$ cat src/hdl/assert_macros.svh
// Assertion macros shared by the RTL files.
`ifndef ASSERT_MACROS_SVH
`define ASSERT_MACROS_SVH

// Expression holds at every clock edge outside reset.
`define VFCM_ASSERT(label, ck, rn, expr, msg) \
	label: assert property (@(posedge ck) disable iff (!rn) (expr)) else $error(msg);

// Same-cycle implication.
`define VFCM_ASSERT_IMPL(label, ck, rn, ante, cons, msg) \
	label: assert property (@(posedge ck) disable iff (!rn) (ante) |-> (cons)) \
	else $error(msg);

// Next-cycle implication.
`define VFCM_ASSERT_NEXT(label, ck, rn, ante, cons, msg) \
	label: assert property (@(posedge ck) disable iff (!rn) (ante) |=> (cons)) \
	else $error(msg);

`endif

$ cat src/hdl/vfcm_pkg.sv
`default_nettype none

package vfcm_pkg;

	// Geometry of the voxel cube
	localparam int unsigned SIDE    = 32;
	localparam int unsigned CELLS   = SIDE * SIDE * SIDE;
	localparam int unsigned ADDR_W  = $clog2(CELLS);

	// Field widths
	localparam int unsigned COORD_W = 5;
	localparam int unsigned MAT_W   = 3;
	localparam int unsigned VERT_W  = 7;
	localparam int unsigned NORM_W  = 3;

	// Per-cell work
	localparam int unsigned N_FACES = 6;
	localparam int unsigned N_VERTS = 6;
	localparam int unsigned N_READS = N_FACES + 1;

	// Decoupling queue depth
	localparam int unsigned FIFO_DEPTH = 2;

	typedef logic [COORD_W-1:0]            coord_t;
	typedef logic [MAT_W-1:0]              mat_t;
	typedef logic [ADDR_W-1:0]             addr_t;
	typedef logic signed [VERT_W-1:0]      vert_t;
	typedef logic [NORM_W-1:0]             norm_t;
	typedef logic [$clog2(N_FACES)-1:0]    face_t;
	typedef logic [$clog2(N_VERTS)-1:0]    vtx_t;
	typedef logic [$clog2(N_READS)-1:0]    rd_idx_t;
	typedef logic [1:0]                    corner_t;
	typedef logic [N_FACES-1:0]            face_mask_t;

	typedef enum logic {
		OP_WRITE = 1'b0,
		OP_MESH  = 1'b1
	} op_t;

	// Face positions in emission order (bit positions of face masks)
	localparam int unsigned FACE_BOTTOM = 0;
	localparam int unsigned FACE_TOP    = 1;
	localparam int unsigned FACE_LEFT   = 2;
	localparam int unsigned FACE_RIGHT  = 3;
	localparam int unsigned FACE_FRONT  = 4;
	localparam int unsigned FACE_BACK   = 5;

	// Command handed from front to back
	typedef struct packed {
		op_t        op;
		coord_t     x;
		coord_t     y;
		coord_t     z;
		mat_t       mat;
		face_mask_t bnd;   // face lies on the cube boundary
	} cmd_t;

	// Back-end sequencer states
	typedef enum logic [1:0] {
		BK_IDLE,
		BK_READ,
		BK_LAST,
		BK_EMIT
	} bk_state_t;

	// Normal code per face, emission order
	localparam norm_t FACE_NORMAL [N_FACES] = '{
		3'd2, 3'd3, 3'd0, 3'd1, 3'd5, 3'd4
	};

	// Faces whose two triangles use the reversed corner order
	localparam face_mask_t FACE_REV = 6'b101010;

	localparam corner_t ORDER_FWD [N_VERTS] = '{2'd0, 2'd1, 2'd2, 2'd2, 2'd3, 2'd0};
	localparam corner_t ORDER_REV [N_VERTS] = '{2'd2, 2'd1, 2'd0, 2'd0, 2'd3, 2'd2};

	// Corner offsets, {x,y,z}: 1 means +1, 0 means -1
	localparam logic [2:0] FACE_CORNER [N_FACES][4] = '{
		'{3'b000, 3'b100, 3'b101, 3'b001},
		'{3'b010, 3'b110, 3'b111, 3'b011},
		'{3'b000, 3'b001, 3'b011, 3'b010},
		'{3'b100, 3'b101, 3'b111, 3'b110},
		'{3'b001, 3'b101, 3'b111, 3'b011},
		'{3'b000, 3'b100, 3'b110, 3'b010}
	};

endpackage

`default_nettype wire

$ cat src/hdl/vfcm_fifo.sv
`default_nettype none
`include "assert_macros.svh"

module vfcm_fifo (
	input  logic            clk,
	input  logic            arst_n,
	input  logic            push_valid,
	output logic            push_ready,
	input  vfcm_pkg::cmd_t  push_data,
	output logic            pop_valid,
	input  logic            pop_ready,
	output vfcm_pkg::cmd_t  pop_data
);

	localparam int unsigned PTR_W = (vfcm_pkg::FIFO_DEPTH > 1) ?
		$clog2(vfcm_pkg::FIFO_DEPTH) : 1;
	localparam int unsigned CNT_W = $clog2(vfcm_pkg::FIFO_DEPTH + 1);

	vfcm_pkg::cmd_t    entries_q [vfcm_pkg::FIFO_DEPTH];
	logic [PTR_W-1:0]  wr_ptr_q;
	logic [PTR_W-1:0]  rd_ptr_q;
	logic [CNT_W-1:0]  count_q;
	logic              push;
	logic              pop;

	assign push_ready = (32'(count_q) != vfcm_pkg::FIFO_DEPTH);
	assign pop_valid  = (count_q != '0);
	assign push       = push_valid && push_ready;
	assign pop        = pop_valid && pop_ready;
	assign pop_data   = entries_q[rd_ptr_q];

	// Pointers and occupancy
	always_ff @(posedge clk or negedge arst_n) begin
		if (!arst_n) begin
			wr_ptr_q <= '0;
			rd_ptr_q <= '0;
			count_q  <= '0;
		end else begin
			if (push) begin
				wr_ptr_q <= (32'(wr_ptr_q) == vfcm_pkg::FIFO_DEPTH - 1) ? '0 :
					wr_ptr_q + 1'b1;
			end
			if (pop) begin
				rd_ptr_q <= (32'(rd_ptr_q) == vfcm_pkg::FIFO_DEPTH - 1) ? '0 :
					rd_ptr_q + 1'b1;
			end
			if (push && !pop) begin
				count_q <= count_q + 1'b1;
			end else if (pop && !push) begin
				count_q <= count_q - 1'b1;
			end
		end
	end

	// Entry storage
	always_ff @(posedge clk) begin
		if (push) begin
			entries_q[wr_ptr_q] <= push_data;
		end
	end

	`VFCM_ASSERT(a_count_bound, clk, arst_n, 32'(count_q) <= vfcm_pkg::FIFO_DEPTH, "queue overfilled")
	`VFCM_ASSERT_NEXT(a_count_up, clk, arst_n, push && !pop, count_q == $past(count_q) + 1'b1, "queue count lost a push")

endmodule

`default_nettype wire

$ cat config.mk
export PLATFORM = sky130hd
export DESIGN_NAME = vfcm_fifo
export DESIGN_NICKNAME = d
export VERILOG_FILES = /design/src/hdl/vfcm_pkg.sv /design/src/hdl/vfcm_fifo.sv
export VERILOG_INCLUDE_DIRS = /design/src /design/src/hdl
export SDC_FILE = /design/constraint.sdc
export NUM_CORES = 1
export LEC_CHECK = 0
export BUFFER_PORTS_ARGS = -buffer_cell sky130_fd_sc_hd__buf_2
export CAP_MARGIN = 20
export CORE_MARGIN = 2
export CORE_UTILIZATION = 45
export CTS_CLUSTER_SIZE = 12
export DETAILED_ROUTE_END_ITERATION = 16
export PLACE_DENSITY = 0.69
export SYNTH_ARGS = -nofsm -noshare
export SYNTH_HDL_FRONTEND = slang
export SYNTH_SLANG_ARGS = --single-unit
$ cat constraint.sdc
create_clock -name clk -period 4.2 [get_ports clk]
set_input_delay 0.63 -clock clk [delete_from_list [all_inputs] [get_ports clk]]
set_output_delay 0.63 -clock clk [all_outputs]
set_load 0.01 [all_outputs]
# [Yosys cells after proc, flatten, opt, wreduce, memory -nomap -nowiden]
# Memories as Yosys holds them, arrays and structs flattened.
# Index checks and enable logic that the tools add are counted.
[op_classes] n_addsub=4 n_eq_ne=1 n_mux=6 reduce_logical=8
[ops] cell="1-bit logical AND" count=4
[ops] cell="1-bit two-way mux" count=4
[ops] cell="2-bit two-way mux" count=2
[ops] cell="2-bit nonzero test" count=2
[ops] cell="1-bit adder (second input constant)" count=2
[ops] cell="2-bit by 1-bit adder with 2-bit output (second input constant)" count=1
[ops] cell="1-bit logical NOT" count=2
[ops] cell="2-bit != test (second input constant)" count=1
[ops] cell="2-bit by 1-bit subtractor with 2-bit output (second input constant)" count=1
[word_totals] regBits=4 ram_bits=50 in_bits=29 output_inout_bits=27 elab_cells=23 memories=1
[memory_table] name="entries_q" depth=2 word_bits=25 rd=1 rd_clocked_by_memory_dff=0 wr=1 line_no="vfcm_fifo.sv:19" text="vfcm_pkg::cmd_t entries_q [vfcm_pkg::FIFO_DEPTH];"

# [Logic depth before layout (Yosys ltp)]
[depth] depth_word=6 ltp_mapped=7 ltp_nobuf=7

# [Worst setup path after synthesis]
# OpenSTA, ideal clock, no wires.
[synth_timing] path_kind="input-to-reg" startpoint="in push_valid" endpoint="mem entries_q[0][0] (netlist bit) (enable)" setup_ps=407 arrival_ps=1787 t_required_ps=3793 setup_slack_ps=2006 cell_stages=2 path_buffers=0 cell_sequence="nand2_1 > nor2_1"
[synth_between] elab_chain_len=3
[synth_lines] item="from (decl)" line_no="vfcm_fifo.sv:7" text="input logic push_valid,"
[synth_lines] item="1-bit logical AND" line_no="vfcm_fifo.sv:28" text="assign push = push_valid && push_ready;"
[synth_lines] item="1-bit two-way mux" line_no="vfcm_fifo.sv:57" text="if (push) begin"
[synth_lines] item="1-bit two-way mux (implied by the code)" line_no="vfcm_fifo.sv:58" text="entries_q[wr_ptr_q] <= push_data;"
[synth_lines] item="to (decl)" line_no="vfcm_fifo.sv:19"
# Every way passes these cells.

==> impl_metrics.yaml <==
route:
  drt-total-wl_um: 3210
  vias: 1009
  wl_per_cell_um: 15.2
  dr.pass1.iters: 3
  drc: 0
  viasPerCell: 4.78
  drt_iter0_markers: 66
  postRouteAntennaNets: 0
synthesis:
  synth-seq-area-share: 0.763
  synthMuxAreaShare: 0.168
  avgSynthCellArea_um2: 21.9
  yosys_warnings: 0
  synth-seq-cells: 54
  synth-xor-area-share: 0.0209
  synth_cell_types: 15
  synth_top_family_by_area: "multiplexers"
  syn_nets: 126
  synth_fa_ha_area_frac: 0.00596
  syn-instance-count: 96
  synthSimpleGateAreaFrac: 0.0161
  syn-cell-area_um2: 2100
  synth-compound-area-share: 0
sta:
  worst_pin_slew_ns: 0.572
  fin_crit_ns: 2.54
  setup_violations: 0
  fmaxAchievable_mhz: 393
  tns_ns: 0
  hold_viol: 0
  slew_viol_final: 0
  fin_crit_sh: 0.606
  slew_headroom: 0.619
  rsz0062_at_grt: "false"
  fin_skew_ns: 0.00621
clock_network:
  clock-sinks: 54
  cts_setup_buffers: 0
  cts_buffer_depth: 2
  cts_tree: "done"
  cts_buffers: 5
  postCtsHoldBufs: 0
  cts.reportedPaths.clkPinSlew_ns: 0.09
  cts_resized: 0
  cts-root-buf: "clkbuf_8"
  htreeDepth: 2
  clock_latency_ns: 0.30
worst_setup_path:
  crit_path_end_kind: "output pin"
  cp.arrival_ns: 1.91
  path_max_fanout: 16
  slowest_stage: "dfrtp_1"
  worstPathRequired_ns: 3.57
  critical_path_class: "register to output pin"
  critPathLaunchType: "register"
  critical_path.max_stage_delay_ns: 0.71
  crit_chain: "buf_4 -> mux2_2 -> buf_2"
global_routing:
  grt_first_pass_wirelength_um: 5150
  grt_pass1_vias: 1080
  grt_antenna_before_repair: 0
  grt_start_max_net_pins: 26
  grt.total_usage: 0.135
  overflow: 0
power:
  vdd_ir_drop_max_v: 0.000372
  leakage_uw: 0.00102
  power_density_nw_per_um2: 661
cells_and_area:
  drive_above_1_share: 0.572
  area_growth_pct: 20.2
  diodes: 0
  final_cells: 211
  fin_nets: 188
die:
  dieArea_um2: 5230
  die_h_um: 72.3
  die_x_um: 72.3
  core_um2: 4410
  start_util: 0.476
  ios: 56
  core.rowCount: 24
outcome:
  status: "finished clean"
placement:
  dpl.cell_count: 203
  numPortBuffers: 55
  routabilityCongestion: 0.652
  dp.final_hpwl_um: 2280
job:
  cap_violations: 0
min_path:
  hp-class: "primary input to async pin"
-- metal layers --
metal,global-route usage,up-vias,part of all wire
met3,0.0500,4,0.075
met1,0.161,477,0.41
li1,-,490,-
met4,0.0566,0,0.011
met5,0,-,0
met2,0.222,38,0.50
-- critical path, delay by kind of cell (launching register included) --
kind / cells / cell delay, ns
mux: 1 / 0.37
buf+inv: 2 / 0.52
flops: 1 / 0.71
-- stage by stage --
| step | util | area [µm²] | total power, µW | hold WS, ns | setup WS (ns) |
|---|---|---|---|---|---|
| after floorplan | - | 2100 | 1240 | 0.334 | 2.01 |
| after global placement | 0.545 | 2410 | 1370 | 0.440 | 2.00 |
| after detailed placement | 0.551 | 2430 | 1410 | 0.442 | 1.95 |
| after CTS | 0.572 | 2520 | 1700 | 0.107 | 1.60 |
| after global routing | 0.572 | 2520 | 1770 | 0.0964 | 1.51 |
| final | 0.572 | 2520 | 1670 | 0.116 | 1.66 |
-- layout make-up --
cell class / instances / area [µm²]
Clock buffer: 6 / 72.6
Clock inverter: 2 / 17.5
Fill cell: 373 / 1890
Inverter: 1 / 3.75
Multi-Input combinational cell: 38 / 445
Sequential cell: 54 / 1600
Tap cell: 52 / 65.1
Timing Repair Buffer: 58 / 318
-- state kept, by name, summed over array words and instances, names as in the netlist --
register   count
entries_q     50
wr_ptr_q       1
count_q        2
rd_ptr_q       1
-- where the power goes --
part,total (µW),switching (µW),internal (µW)
clock,281,160,121
combinational,584,271,312
sequential,803,64.5,738
total,1670,496,1170
-- cell usage after synthesis (all sizes together) --
cell     n  area (µm²)
edfxtp  50        1500
mux2    25         353
dfrtp    4         100
buf      3        51.3
xnor2    3        26.3
nand2    2        7.51
nor2     2        7.51
xor2     2        17.5
and3     1        6.26
ha       1        12.5
inv      1        3.75
nand2b   1        6.26
or2      1        6.26
-- final timing paths --
| path | start | end | slack [ns] | cells past startpoint |
|---|---|---|---|---|
| max | rd_ptr_q | pop_data[4] | 1.66 | 3 |
| min | arst_n | count_q[0] | 0.12 | 1 |
| max reg2reg | count_q[0] | count_q[1] | 2.67 | 6 |
| min reg2reg | count_q[1] | count_q[1] | 0.51 | 1 |
| max in group asynchronous | arst_n | wr_ptr_q | 3.96 | 1 |
| min in group clk | count_q[1] | count_q[1] | 0.51 | 1 |
-- placed cells by master (no fill, tap or decap) --
| cell type | n |
|---|---|
| mux2_2 | 6 |
| edfxtp_1 | 50 |
| xnor2_1 | 3 |
| buf_4 | 2 |
| nor2_1 | 1 |
| clkbuf_8 | 5 |
| or2_1 | 1 |
| and3_1 | 1 |
| buf_16 | 1 |
| inv_6 | 1 |
| buf_2 | 55 |
| clkinv_4 | 1 |
| ha_1 | 1 |
| nand2b_1 | 1 |
| nand2_1 | 2 |
| xor2_1 | 2 |
| clkbuf_1 | 1 |
| dfrtp_1 | 4 |
| nor2_2 | 1 |
| inv_1 | 1 |
| mux2_4 | 19 |
-- cells by family after synthesis --
group         after synthesis
fa+ha+maj                   1
mux                        25
flops                      54
simple gates                7
buf+inv                     4
xor+xnor                    5
Note: power is estimated with default switching activity, not from simulation.
