**config.mk**
```make
export PLATFORM = sky130hd
export DESIGN_NAME = vfcm_front_flat
export DESIGN_NICKNAME = d
export VERILOG_FILES = /design/src/hdl/assert_macros.svh /design/src/hdl/vfcm_pkg.sv /design/src/hdl/vfcm_in_if.sv /design/src/hdl/vfcm_front.sv /design/src/flat_wrapper.sv
export SDC_FILE = /design/constraint.sdc
export NUM_CORES = 1
export LEC_CHECK = 0
export BUFFER_PORTS_ARGS = -buffer_cell sky130_fd_sc_hd__buf_2
export CAP_MARGIN = 0
export CORE_ASPECT_RATIO = 0.8
export CORE_UTILIZATION = 40
export CTS_BUF_LIST = sky130_fd_sc_hd__clkbuf_8
export DETAILED_ROUTE_END_ITERATION = 16
export MAX_ROUTING_LAYER = met4
export PLACE_DENSITY = 0.78
export SYNTH_ARGS = -nofsm -noshare
export SYNTH_HDL_FRONTEND = slang
export SYNTH_SLANG_ARGS = --single-unit
```
**constraint.sdc**
```tcl
create_clock -name clk -period 1.5 [get_ports clk]
set_clock_uncertainty 0.1 [all_clocks]
set_input_delay 0.15 -clock clk [delete_from_list [all_inputs] [get_ports clk]]
set_output_delay 0.15 -clock clk [all_outputs]
set_load 0.01 [all_outputs]
```
**src/hdl/assert_macros.svh**
```systemverilog
// Assertion macros shared by the RTL files.
`ifndef ASSERT_MACROS_SVH
`define ASSERT_MACROS_SVH

// Expression holds at every clock edge outside reset.
`define VFCM_ASSERT(label, ck, rn, expr, msg) \
	label: assert property (@(posedge ck) disable iff (!rn) (expr)) else $error(msg);

// Same-cycle implication.
`define VFCM_ASSERT_IMPL(label, ck, rn, ante, cons, msg) \
	label: assert property (@(posedge ck) disable iff (!rn) (ante) |-> (cons)) \
	else $error(msg);

// Next-cycle implication.
`define VFCM_ASSERT_NEXT(label, ck, rn, ante, cons, msg) \
	label: assert property (@(posedge ck) disable iff (!rn) (ante) |=> (cons)) \
	else $error(msg);

`endif

```
**src/hdl/vfcm_pkg.sv**
```systemverilog
`default_nettype none

package vfcm_pkg;

	// Geometry of the voxel cube
	localparam int unsigned SIDE    = 32;
	localparam int unsigned CELLS   = SIDE * SIDE * SIDE;
	localparam int unsigned ADDR_W  = $clog2(CELLS);

	// Field widths
	localparam int unsigned COORD_W = 5;
	localparam int unsigned MAT_W   = 3;
	localparam int unsigned VERT_W  = 7;
	localparam int unsigned NORM_W  = 3;

	// Per-cell work
	localparam int unsigned N_FACES = 6;
	localparam int unsigned N_VERTS = 6;
	localparam int unsigned N_READS = N_FACES + 1;

	// Decoupling queue depth
	localparam int unsigned FIFO_DEPTH = 2;

	typedef logic [COORD_W-1:0]            coord_t;
	typedef logic [MAT_W-1:0]              mat_t;
	typedef logic [ADDR_W-1:0]             addr_t;
	typedef logic signed [VERT_W-1:0]      vert_t;
	typedef logic [NORM_W-1:0]             norm_t;
	typedef logic [$clog2(N_FACES)-1:0]    face_t;
	typedef logic [$clog2(N_VERTS)-1:0]    vtx_t;
	typedef logic [$clog2(N_READS)-1:0]    rd_idx_t;
	typedef logic [1:0]                    corner_t;
	typedef logic [N_FACES-1:0]            face_mask_t;

	typedef enum logic {
		OP_WRITE = 1'b0,
		OP_MESH  = 1'b1
	} op_t;

	// Face positions in emission order (bit positions of face masks)
	localparam int unsigned FACE_BOTTOM = 0;
	localparam int unsigned FACE_TOP    = 1;
	localparam int unsigned FACE_LEFT   = 2;
	localparam int unsigned FACE_RIGHT  = 3;
	localparam int unsigned FACE_FRONT  = 4;
	localparam int unsigned FACE_BACK   = 5;

	// Command handed from front to back
	typedef struct packed {
		op_t        op;
		coord_t     x;
		coord_t     y;
		coord_t     z;
		mat_t       mat;
		face_mask_t bnd;   // face lies on the cube boundary
	} cmd_t;

	// Back-end sequencer states
	typedef enum logic [1:0] {
		BK_IDLE,
		BK_READ,
		BK_LAST,
		BK_EMIT
	} bk_state_t;

	// Normal code per face, emission order
	localparam norm_t FACE_NORMAL [N_FACES] = '{
		3'd2, 3'd3, 3'd0, 3'd1, 3'd5, 3'd4
	};

	// Faces whose two triangles use the reversed corner order
	localparam face_mask_t FACE_REV = 6'b101010;

	localparam corner_t ORDER_FWD [N_VERTS] = '{2'd0, 2'd1, 2'd2, 2'd2, 2'd3, 2'd0};
	localparam corner_t ORDER_REV [N_VERTS] = '{2'd2, 2'd1, 2'd0, 2'd0, 2'd3, 2'd2};

	// Corner offsets, {x,y,z}: 1 means +1, 0 means -1
	localparam logic [2:0] FACE_CORNER [N_FACES][4] = '{
		'{3'b000, 3'b100, 3'b101, 3'b001},
		'{3'b010, 3'b110, 3'b111, 3'b011},
		'{3'b000, 3'b001, 3'b011, 3'b010},
		'{3'b100, 3'b101, 3'b111, 3'b110},
		'{3'b001, 3'b101, 3'b111, 3'b011},
		'{3'b000, 3'b100, 3'b110, 3'b010}
	};

endpackage

`default_nettype wire

```
**src/hdl/vfcm_in_if.sv**
```systemverilog
`default_nettype none

interface vfcm_in_if;
	logic             valid;
	logic             ready;
	logic             opcode;
	vfcm_pkg::coord_t cell_x;
	vfcm_pkg::coord_t cell_y;
	vfcm_pkg::coord_t cell_z;
	vfcm_pkg::mat_t   material_in;

	modport source (
		output valid, opcode, cell_x, cell_y, cell_z, material_in,
		input  ready
	);
	modport sink (
		input  valid, opcode, cell_x, cell_y, cell_z, material_in,
		output ready
	);
endinterface

`default_nettype wire

```
**src/hdl/vfcm_front.sv**
```systemverilog
`default_nettype none

module vfcm_front (
	input  logic            clk,
	input  logic            arst_n,
	vfcm_in_if.sink         item,
	output logic            cmd_valid,
	input  logic            cmd_ready,
	output vfcm_pkg::cmd_t  cmd
);

	logic           vld_q;
	vfcm_pkg::cmd_t cmd_q;
	vfcm_pkg::cmd_t cmd_d;
	logic           in_range;

	// Classify: drop cells outside the cube, flag boundary faces
	always_comb begin
		in_range = (32'(item.cell_x) < vfcm_pkg::SIDE) &&
			(32'(item.cell_y) < vfcm_pkg::SIDE) &&
			(32'(item.cell_z) < vfcm_pkg::SIDE);
		cmd_d.op  = vfcm_pkg::op_t'(item.opcode);
		cmd_d.x   = item.cell_x;
		cmd_d.y   = item.cell_y;
		cmd_d.z   = item.cell_z;
		cmd_d.mat = item.material_in;
		cmd_d.bnd = '0;
		cmd_d.bnd[vfcm_pkg::FACE_BOTTOM] = (item.cell_y == '0);
		cmd_d.bnd[vfcm_pkg::FACE_TOP]    = (32'(item.cell_y) == vfcm_pkg::SIDE - 1);
		cmd_d.bnd[vfcm_pkg::FACE_LEFT]   = (item.cell_x == '0);
		cmd_d.bnd[vfcm_pkg::FACE_RIGHT]  = (32'(item.cell_x) == vfcm_pkg::SIDE - 1);
		cmd_d.bnd[vfcm_pkg::FACE_FRONT]  = (32'(item.cell_z) == vfcm_pkg::SIDE - 1);
		cmd_d.bnd[vfcm_pkg::FACE_BACK]   = (item.cell_z == '0);
	end

	assign item.ready = !vld_q || cmd_ready;

	// Holding register toward the queue
	always_ff @(posedge clk or negedge arst_n) begin
		if (!arst_n) begin
			vld_q <= 1'b0;
		end else if (item.ready) begin
			vld_q <= item.valid && in_range;
		end
	end

	always_ff @(posedge clk) begin
		if (item.valid && item.ready) begin
			cmd_q <= cmd_d;
		end
	end

	assign cmd_valid = vld_q;
	assign cmd       = cmd_q;

endmodule

`default_nettype wire

```
**src/flat_wrapper.sv**
```systemverilog
// flat-port wrapper written by rule: the top's interface ports become plain ports
module vfcm_front_flat 
  (clk, arst_n, cmd_valid, cmd_ready, cmd, item_valid, item_opcode, item_cell_x, item_cell_y, item_cell_z, item_material_in, item_ready);
  vfcm_in_if item_i ();
  input  logic clk;
  input  logic arst_n;
  output logic cmd_valid;
  input  logic cmd_ready;
  output vfcm_pkg::cmd_t cmd;
  input wire logic [$bits(item_i.valid)-1:0] item_valid;
  input wire logic [$bits(item_i.opcode)-1:0] item_opcode;
  input wire logic [$bits(item_i.cell_x)-1:0] item_cell_x;
  input wire logic [$bits(item_i.cell_y)-1:0] item_cell_y;
  input wire logic [$bits(item_i.cell_z)-1:0] item_cell_z;
  input wire logic [$bits(item_i.material_in)-1:0] item_material_in;
  output wire logic [$bits(item_i.ready)-1:0] item_ready;
  assign item_i.valid = item_valid;
  assign item_i.opcode = item_opcode;
  assign item_i.cell_x = item_cell_x;
  assign item_i.cell_y = item_cell_y;
  assign item_i.cell_z = item_cell_z;
  assign item_i.material_in = item_material_in;
  assign item_ready = item_i.ready;
  vfcm_front u_core (.clk(clk), .arst_n(arst_n), .item(item_i), .cmd_valid(cmd_valid), .cmd_ready(cmd_ready), .cmd(cmd));
endmodule
```
# ---- Yosys cells after proc, flatten, opt, wreduce, memory -nomap -nowiden
# Index checks and enable logic that the tools add are counted.
# W data, S select, Z words.
dict set report word_totals {
  inputBits 23
  wordCells 16
  regBits 26
}
dict set report op_classes {
  n_eq_ne 3
  n_reduce_logical 6
}
# cell count
set op_table {}
lappend op_table {{$eq A5 B5 Y1 const B} 3}
lappend op_table {{$logic_not A5 Y1} 3}
lappend op_table {{$logic_and A1 B1 Y1} 1}
lappend op_table {{$logic_not A1 Y1} 1}
lappend op_table {{$logic_or A1 B1 Y1} 1}

# ---- Depth between registers and ports, before layout
dict set report depth {
  depth_word 3
  mapped_depth 2
  depth_no_buf 2
}

# ---- Worst setup path before layout
# Ideal clock, no wire load.
dict set report synth_timing {
  path_type {flip-flop to flip-flop}
  from {register u_core.vld_q, in the netlist u_core.cmd_valid}
  to {register u_core.cmd_q, in the netlist u_core.cmd[0] (enable)}
  t_arrival_ns 1.230
  required_ns 1.016
  setup_time_ns 0.384
  slack_ns -0.214
  synth_period_minus_slack_ns 1.714
  path_stages_with_launch 3
  path_cell_list {dfrtp_1 nand2b_1 and2_1}
}
dict set report synth_via {
  elab_chain_cells 3
}
# item line_no
set synth_rtl {}
lappend synth_rtl {{start, declared} vfcm_front.sv:12} ;# logic vld_q;
lappend synth_rtl {{start signal, assigned} vfcm_front.sv:43} ;# vld_q <= item.valid && in_range;
lappend synth_rtl {{$logic_not A1 Y1} vfcm_front.sv:36} ;# assign item.ready = !vld_q || cmd_ready;
lappend synth_rtl {{$logic_or A1 B1 Y1} vfcm_front.sv:36}
lappend synth_rtl {{via item_ready} flat_wrapper.sv:16} ;# output wire logic [$bits(item_i.ready)-1:0] item_ready;
lappend synth_rtl {{$logic_and A1 B1 Y1} vfcm_front.sv:48} ;# if (item.valid && item.ready) begin
lappend synth_rtl {{end signal, assigned} vfcm_front.sv:49} ;# cmd_q <= cmd_d;
lappend synth_rtl {{end, declared} vfcm_front.sv:13} ;# vfcm_pkg::cmd_t cmd_q;
# The timed path passes the listed nets, and every way through them passes these cells.
# A chain may end at the register's enable or synchronous reset.

==> results_dict.tcl <==
set metrics [dict create \
    status "finished clean" \
    ant_nets 0 \
    portBuffers 49 \
    grt_pass1_wl_um 2750 \
    die_w_um 54.0 \
    avgSynthCellArea_sq_um 19.7 \
    placed_cells 119 \
    ys_seq_area_share_pct 89.6 \
    ys_top_cells_by_area "edfxtp_1 (87%), dfrtp_1 (2.9%), nor2_1 (2.6%), or4_1 (2.6%), nand3_1 (1.7%)" \
    place.gp.congestion 0.724 \
    layout.nets 143 \
    synth_seq_cells 26 \
    leakage_uw 0.000594 \
    dp_hpwl_um 1200 \
    synth.top_cell.area_share_pct 86.7 \
    drt-wirelength-per-cell_um 13.0 \
    grt_pass1_vias 641 \
    insertion_delay_ns 0.26 \
    start_kind "input pin" \
    nFillCells 141 \
    tightest_slew_ns 0.179 \
    slew_headroom_pct 88.1 \
    hp-start "item_valid" \
    synth_largest_area_cell "edfxtp_1" \
    diodes 0 \
    drt_iter0_drc 5 \
    drc_errors 0 \
    wirelength_um 1850 \
    peakVddDrop_uv 611 \
    drt_pass1_iterations 4 \
    hold_depth 2 \
    ys_types 8 \
    path_class "in2reg" \
    r2r_setup_slack_ns 0.24 \
    hold_viol_final 0 \
    cap_violations 0 \
    core.rowCount 14 \
    grt_max_degree 15 \
    numCtsBuffers 3 \
    power.density_nw_per_um2 992 \
    slew_violations 0 \
    syn_area_sq_um 866 \
    final_cells 143 \
    synth_ff_type "edfxtp_1" \
    layout-drive-gt1-share_pct 46.2 \
    synthMostInstantiatedCell "edfxtp_1" \
    syn-num-nets 67 \
    setup_viol 0 \
    cts_buffer_depth 2 \
    antenna_found_initial 0 \
    syn_to_final_growth_pct 62.0 \
    clockRootBuffer "clkbuf_8" \
    fin_tns_setup_ns 0 \
    cts_tree "built" \
    clk_pin_slew_ns 0.08 \
    hold_end "u_core.cmd_valid" \
    die_area_sq_um 2360 \
    cts_setup_buffers 0 \
    die_h_um 43.6 \
    crit_fanout 3 \
    timing.fmax_mhz 698 \
    syn_inst 44 \
    via_per_inst 4.71 \
    core_area_sq_um 1960 \
    post-route-min-period_ns 1.43 \
    grt-ovfl-total 0 \
    cp-end-kind "flop" \
    period_share_pct 95.5 \
    initial_core_util_pct 44.1 \
    synth_edf_count 25 \
    vias 674 \
    post_cts_resized 0 \
    reg2regPathDepth 3 \
    holdCritPathClass "in2reg" \
    io_pins 50 \
    r2r-start "u_core.cmd_valid" \
    reg2reg_to "u_core.cmd[3]" \
    yosysWarnings 0 \
    async_reset_ff_share_pct 3.85 \
    synth_common_cells "edfxtp_1 (25), nor2_1 (6), nand2_1 (3), nand3_1 (3), or4_1 (3)" \
    rsz0062_at_grt "no" \
    cts.sinks 26 \
    ctsHtreeMaxLevel 1 \
    cp.required_ns 1.52 \
    track_usage_pct 17.5 \
    arrival_ns 1.45 \
]
where the power goes:
| part | internal, uW | total [uW] | switching (uW) |
|---|---|---|---|
| registers | 839 | 850 | 10.0 |
| logic | 89.6 | 169 | 79.4 |
| clock network | 183 | 374 | 191 |
| total | 1110 | 1390 | 280 |
placed cells by master, fill, tap and decap left out:
master and instances:
clkbuf_8 3, nand2b_1 2, nor2_1 6, edfxtp_1 25
nand2_1 3, or4_1 3, and2_2 1, nand3_1 3
dfrtp_1 1, clkinv_1 1, dlygate4sd3_1 20, buf_4 2
buf_2 49
routing by layer:
layer	track usage (%)	share of wire, %
met1	22.5	44
met2	26.9	49
met3	2.46	6.6
met4	9.23	0.81
met5	-	0
worst max path at each step:
| stage | cells past startpoint | startpoint | to | slack (ns) |
|---|---|---|---|---|
| floorplan | 2 | u_core.cmd_valid | u_core.cmd[0] | 0.05 |
| global placement | 3 | u_core.cmd_valid | u_core.cmd[10] | 0.29 |
| detailed placement | 3 | u_core.cmd_valid | u_core.cmd[10] | 0.24 |
| CTS | 4 | item_cell_z[1] | u_core.cmd[5] | 0.1 |
| global route | 4 | item_cell_y[1] | u_core.cmd[0] | 0.04 |
| finish | 4 | item_cell_y[0] | u_core.cmd[0] | 0.07 |
stage by stage:
step           total power [uW]  area, sq um  hold WS, ns  setup slack [ns]  utilization [%]
3_5_place_dp                994         1160       -0.172             0.238             59.0
2_1_floorplan               910          867       -0.246            0.0465                -
4_1_cts                    1390         1380     0.000564            0.0951             70.5
3_3_place_gp                989         1160       -0.175             0.289             59.0
6_report                   1390         1400      0.00166            0.0668             71.5
5_1_grt                    1460         1400       0.0188            0.0378             71.5
critical path, cell delays in order:
cell           delay (ns)
dlygate4sd3_1        0.55
buf_2                0.14
or4_1                0.50
nor2_1               0.11
registers in the layout, indices dropped and copies added (netlist names):
register,count
u_core.cmd_valid,1
u_core.cmd,25
cell type report:
| cell class | count | area (sq um) | area share (%) |
|---|---|---|---|
| flip-flops and latches | 26 | 776 | 55.3 |
| repair buffers | 71 | 460 | 32.8 |
| multi-input cells | 18 | 91.3 | 6.51 |
| clock buffers | 3 | 41.3 | 2.94 |
| well taps | 24 | 30.0 | 2.14 |
| clock inverters | 1 | 3.75 | 0.268 |
kinds of logic (layout without fill, tap and decap cells):
logic type,count (synthesis),after routing,synth area share (%)
and+or+nand+nor,18,18,10.4
buffers and inverters,0,75,0
DFF,26,26,89.6
repair_timing:
action                                 in CTS  in global routing
hold buffers                               18                  2
endpoints found under the hold margin      18                  2
setup endpoints to repair                   0                  0
Power figures use the tool's default switching activity.
